$ cat config.mk
export PLATFORM = sky130hd
export DESIGN_NAME = frd_crc
export DESIGN_NICKNAME = d
export VERILOG_FILES = /design/src/rtl/frd_pkg.sv /design/src/rtl/frd_crc.sv
export SDC_FILE = /design/constraint.sdc
export NUM_CORES = 1
export LEC_CHECK = 0
export BUFFER_PORTS_ARGS = -buffer_cell sky130_fd_sc_hd__buf_2
export CORE_MARGIN = 5
export CORE_UTILIZATION = 30
export DETAILED_ROUTE_END_ITERATION = 10
export GPL_TIMING_DRIVEN = 0
export PLACE_DENSITY = 0.71
export SKIP_LAST_GASP = 1
export SLEW_MARGIN = 25
export SYNTH_ARGS = -nofsm -noshare
export SYNTH_HDL_FRONTEND = slang
export SYNTH_SLANG_ARGS = --single-unit
$ cat constraint.sdc
create_clock -name vclk -period 2.85
set_input_delay 0.285 -clock vclk [all_inputs]
set_output_delay 0.285 -clock vclk [all_outputs]
set_load 0.03 [all_outputs]
$ cat src/rtl/frd_pkg.sv
package frd_pkg;

    localparam int DEF_BUF_DEPTH = 1024;
    localparam int DEF_HEAD_LEN  = 12;
    localparam int MAX_RES       = 64;

    localparam int AMT_W   = 11;
    localparam int BACK_W  = 10;
    localparam int TOTAL_W = 17;
    localparam int TDATA_W = 24;

    localparam logic [7:0] START_BYTE = 8'h68;
    localparam logic [7:0] END_BYTE   = 8'h16;

    localparam int DATA_CAP     = 300;
    localparam int UPG_CAP      = 267;
    localparam int UPG_EXTRA    = 11;
    localparam int UPG_HDR_NEED = 9;
    localparam int UPG_LEN_POS  = 7;

    localparam logic [15:0] CRC16_INIT = 16'hFFFF;
    localparam logic [15:0] CRC16_POLY = 16'hA001;
    localparam logic [7:0]  CRC8_POLY  = 8'h07;

    typedef enum logic [1:0] {
        EV_ACCEPT   = 2'd0,
        EV_DROP     = 2'd1,
        EV_NO_START = 2'd2,
        EV_OVERFLOW = 2'd3
    } event_t;

    typedef struct packed {
        event_t              code;
        logic [AMT_W-1:0]    amount;
        logic [BACK_W-1:0]   start_back;
    } evt_t;

    typedef enum logic [3:0] {
        ST_IDLE,
        ST_SCAN,
        ST_FIND_RD,
        ST_FIND_CHK,
        ST_HDR_CHK,
        ST_LEN_LO,
        ST_LEN_HI,
        ST_LEN_CHK,
        ST_END_CHK,
        ST_CRC_RD,
        ST_CRC_UPD,
        ST_CK_RD1,
        ST_CK_RD2,
        ST_CK_CMP,
        ST_ACCEPT,
        ST_FINISH
    } state_t;

endpackage

$ cat src/rtl/frd_crc.sv
module frd_crc (
    input  logic        mode,
    input  logic [15:0] crc_in,
    input  logic [7:0]  data,
    output logic [15:0] crc_out
);
    import frd_pkg::*;

    always_comb
    begin
        logic [15:0] c16;
        logic [7:0]  c8;
        c16 = crc_in ^ {8'h00, data};
        c8  = crc_in[7:0] ^ data;
        for (int b = 0; b < 8; b++)
        begin
            c16 = c16[0] ? ((c16 >> 1) ^ CRC16_POLY) : (c16 >> 1);
            c8  = c8[7] ? ((c8 << 1) ^ CRC8_POLY) : (c8 << 1);
        end
        crc_out = mode ? {8'h00, c8} : c16;
    end

endmodule

==> results of run 1 <==
-- worst min-delay path by stage --
stage,end,cells after the start
floorplan,crc_out[1],2
global placement,crc_out[7],3
detailed placement,crc_out[7],3
CTS,crc_out[7],3
global route,crc_out[7],3
finish,crc_out[1],4
-- cells in the mapped netlist (all sizes together) --
library cell | count | area share, %
xnor2 | 22 | 49
nor2 | 14 | 11
a21oi | 6 | 6.2
xor2 | 5 | 9.1
clkbuf | 2 | 1.6
xnor3 | 2 | 9.3
xor3 | 2 | 9.8
mux2i | 1 | 2.1
nand2 | 1 | 0.78
o21ai | 1 | 1.0
-- routing by layer --
layer | part of all wire (%) | up-vias | GRT usage, %
met4 | 0 | 0 | 0
li1 | - | 262 | -
met5 | 0 | - | 0
met3 | 14 | 0 | 2.11
met2 | 43 | 30 | 14.9
met1 | 43 | 198 | 11.9
-- per-stage QoR --
stage | hold slack [ps] | instance area (um2)
floorplan | 772 | 483
global placement | 938 | 708
detailed placement | 944 | 708
CTS | 944 | 708
global route | 967 | 708
finish | 947 | 708
-- area by class of cell --
type / count / area (um2)
timing repair buffer: 41 / 205
multi-input combinational: 54 / 475
tap: 16 / 20.0
buffer: 2 / 7.51
fill: 165 / 816
-- logic make-up (layout without fill, tap and decap cells) --
group	count (synthesis)	count (layout)	synth area share [%]
AND/OR/NAND/NOR	15	15	11.7
multiplexers	1	1	2.07
buffers and inverters	2	43	1.55
XOR/XNOR	31	31	77.5
AO/OA/AOI/OAI	7	7	7.25
-- power by group through the flow --
stage / Combinational [mW] / Sequential [mW] / Clock (mW)
2_1_floorplan: 0.293 / 0 / 0
3_3_place_gp: 0.380 / 0 / 0
3_5_place_dp: 0.385 / 0 / 0
4_1_cts: 0.386 / 0 / 0
5_1_grt: 0.408 / 0 / 0
6_report: 0.382 / 0 / 0
==> impl_results.md, run 1 <==
* Status: finished clean
* Worst EP arrival at 2050 ps
* Mapped Area at 483 um2
* Worst slack, placed at 499 ps
* Vias at 490
* Total Wirelength at about 1.2 mm
* Net Sw Frac at approximately three fifths
* Final ANT Viol Nets at 0
* Total of max-cap violations at 0
* Psw at 0.223 mW
* CP Cell Sequence: buf_2 > xnor2_1 > xor3_1 > xor3_1 > xor2_1 > o21ai_1 > buf_2
* Commonest non-fill, non-tap cells in the layout: buf_2 (41), xnor2_1 (19), nor2_1 (14)
* FF/Latch Area at 0 um2
* Placed insts at 113
* First-pass GRT wire length at 1.90 mm
* GR Overflow Total at 0
* Initial Util at 31.7%
* CP peak stage delay at around 530 ps
* Diodes inserted at 0
* Slew @ Worst Pin at 489 ps
* Commonest non-fill, non-tap cell in the layout: buf_2
* Gate Count Post-Synth at 56
* Min-delay src: crc_in[9]
* Dpl hpwl at 1.11 mm
* Flop pwr share at 0%
* Clock buffer count at 0
* CP Capture Point: crc_out[0]
* Number of global-route vias before repair at 452
* Critical Path RT at roughly 2600 ps
* Sequential cell area fraction in the yosys report at 0%
* Core box area at about 1500 um2
* CP endpoint kind: output port
* Largest net degree at the start of global routing at 11
* Via density at 4.34
* Die H at 50.1 um
* Synth warnings at 0
* Total power at between 0.3 and 0.4 mW
* Non-Filler Instances at approximately 110
* Cell Rows at 14
* GP Congestion at between 0.6 and 0.7
* Postcts setup bufs at 0
* Startpoint Class: input port
* DR WL/cell at 10.9 um
* Fmax at approximately 0.43 GHz
* Netlist cell types at 12
* Top delay family on crit path: XOR/XNOR gates
* DR DRC count at 0
* Max FO, Critical Path at 4
* Post-CTS resize count at 0
* Antenna violations before repair at 0
* Setup ws final at 516 ps
* Final Core Density at a little under half
* Slew Viols, Final at 0
* Critical setup path kind: in2out
* Clock power frac at 0%
* Critical path origin: data[5]
* 1st-iter DRT viols at 1
* DIE WIDTH at 50.1 um
* Share of cells above drive strength 1 at 45.4%
* Synthesized Nets at slightly above 80
* Internal power at 0.160 mW
* Gr usage total at 8.76%
* Final worst-path cycle share at 81.9%
* Leak Pwr at 0.363 nW
* Area grow syn2layout at 46.6%
* Maximum vdd drop at 410 uV
* First drt pass iteration count at 3
* Die ar. at ~2500 um2
* Port Buffers at 41
* Num ports at 41
* Bufs and invs on worst path at 2
* Levels on crit path at 7
* Gate power share at 100.0%
* Tmin final at 2330 ps
* Layout Nets at 124
* Power Dens Cells at 540 nW/um2
* Worst hold path class: in2out
* Crit-path slowest cell: xor3_1
* Unrepaired setup endpoints after global routing: no
* Setup_tns at 0 ps
* Cts hold-fix bufs at 0
* Hold Vio Cnt, Final at 0
* Setup violators final at 0
* Relative slew slack at 67.1%
* Num sequential at 0
* Syn Area/Cell at between 8 and 9 um2
Power figures use the tool's default switching activity.
==> run 2, diff against run 1 <==
==> constraint.sdc (replaced) <==
create_clock -name vclk -period 2.3
set_input_delay 0.23 -clock vclk [all_inputs]
set_output_delay 0.23 -clock vclk [all_outputs]
set_load 0.03 [all_outputs]
==> impl_results.md, run 2 (same netlist as run 1, synthesis figures left out) <==
* Clock buffer count at 0
* Top delay family on crit path: XOR/XNOR gates
* Largest net degree at the start of global routing at 11
* Worst slack, placed at 59.0 ps
* DR WL/cell at around 11 um
* Unrepaired setup endpoints after global routing: no
* Die H at 50.1 um
* CP peak stage delay at slightly above 400 ps
* Dpl hpwl at 1.11 mm
* Gate power share at 100.0%
* Crit-path slowest cell: xnor2_1
* Power Dens Cells at 665 nW/um2
* Placed insts at between 100 and 150
* Status: finished clean
* Hold Vio Cnt, Final at 0
* Slew @ Worst Pin at 485 ps
* Initial Util at roughly a third
* Total Wirelength at roughly 1.2 mm
* First drt pass iteration count at 1
* Cell repeated most along the worst path: buf_2
* Hold path cells at 4
* Commonest non-fill, non-tap cells in the layout: buf_2 (41), xnor2_1 (18), nor2_1 (14)
* Bufs and invs on worst path at 2
* First-pass GRT wire length at 1.90 mm
* Layout Nets at 124
* Via density at 4.33
* Met1 usage at 11.9%
* Final worst-path cycle share at 93.2%
* Slew Viols, Final at 0
* GP Congestion at 0.679
* Diodes inserted at 0
* Worst EP arrival at 1910 ps
* Antenna violations before repair at 0
* Cell Rows at 14
* Critical setup path kind: in2out
* Min-delay src: crc_in[9]
* Internal power at between 0.15 and 0.2 mW
* Post-CTS resize count at 0
* Max FO, Critical Path at 4
* DIE WIDTH at approximately 50 um
* Tmin final at between 2000 and 2500 ps
* Fmax at 0.466 GHz
* Postcts setup bufs at 0
* Vias at roughly 490
* Die ar. at 2510 um2
* Core box area at 1520 um2
* GRT met2 Usage at 14.9%
* Setup violators final at 0
* 1st-iter DRT viols at 0
* Hold EP: crc_out[1]
* Net Sw Frac at 58.2%
* Port Buffers at ~40
* CP Cell Sequence: buf_2 > xnor2_1 > xnor3_1 > xor3_1 > xor2_1 > o21ai_1 > buf_2
* DR DRC count at 0
* Total power at ~0.48 mW
* Total of max-cap violations at 0
* Clock power frac at 0%
* Area grow syn2layout at 48.2%
* Layout fillers at 166
* Num sequential at 0
* FF/Latch Area at 0 um2
* GR Overflow Total at 0
* Flop pwr share at 0%
* Startpoint Class: input port
* Setup_tns at 0 ps
* Non-Filler Instances at 113
* Commonest non-fill, non-tap cell in the layout: buf_2
* Num ports at 41
* Share of cells above drive strength 1 at a little under half
* Final ANT Viol Nets at 0
* Psw at 0.277 mW
* Critical Path RT at 2070 ps
* Worst hold path class: in2out
* Cts hold-fix bufs at 0
* CP endpoint kind: output port
* Met3 Usage GRT at 2.11%
* Leak Pwr at ~0.37 nW
* Gr usage total at 8.76%
* Maximum vdd drop at just over 500 uV
* Setup ws final at roughly 160 ps
* Layer with the highest usage: met2
* Relative slew slack at 67.4%
* Number of global-route vias before repair at 452
[run 2: final cells by class]
class | count | area, um2 | area share, %
buffer | 2 | 7.51 | 1.05
tap | 16 | 20.0 | 2.80
timing repair buffer | 41 | 205 | 28.7
multi-input combinational | 54 | 483 | 67.5
[run 2: per-stage QoR]
step                      utilization, %  cell area (um2)  hold WS, ps
final                               47.0              716          837
after global routing                47.0              716          857
after CTS                           46.5              708          834
after detailed placement            46.5              708          834
after global placement              46.5              708          828
after floorplan                        -              483          662
[run 2: power groups by stage]
stage	Sequential (mW)	Clock, mW	Combinational (mW)
after floorplan	0	0	0.363
after global placement	0	0	0.471
after detailed placement	0	0	0.477
after CTS	0	0	0.478
after global routing	0	0	0.508
final	0	0	0.476
[run 2: tightest hold or removal path, delay by kind of cell]
kind | cells | cell delay (ps)
and+or+nand+nor | 1 | 70
buffers and inverters | 2 | 260
AOI/OAI and AO/OA | 1 | 40
[run 2: metal layers]
layer  vias up  part of all wire, %
met5         -                    0
li1        262                    -
met1       197                   42
met4         0                    0
met2        30                   43
met3         0                   14
[run 2: worst max-delay path by stage]
stage,to,cells past startpoint,startpoint,slack (ps)
6_report,crc_out[0],7,data[3],160
5_1_grt,crc_out[0],7,data[3],40
4_1_cts,crc_out[0],7,data[5],50
3_5_place_dp,crc_out[0],7,data[5],60
3_3_place_gp,crc_out[0],7,data[5],110
2_1_floorplan,crc_out[0],5,data[5],170
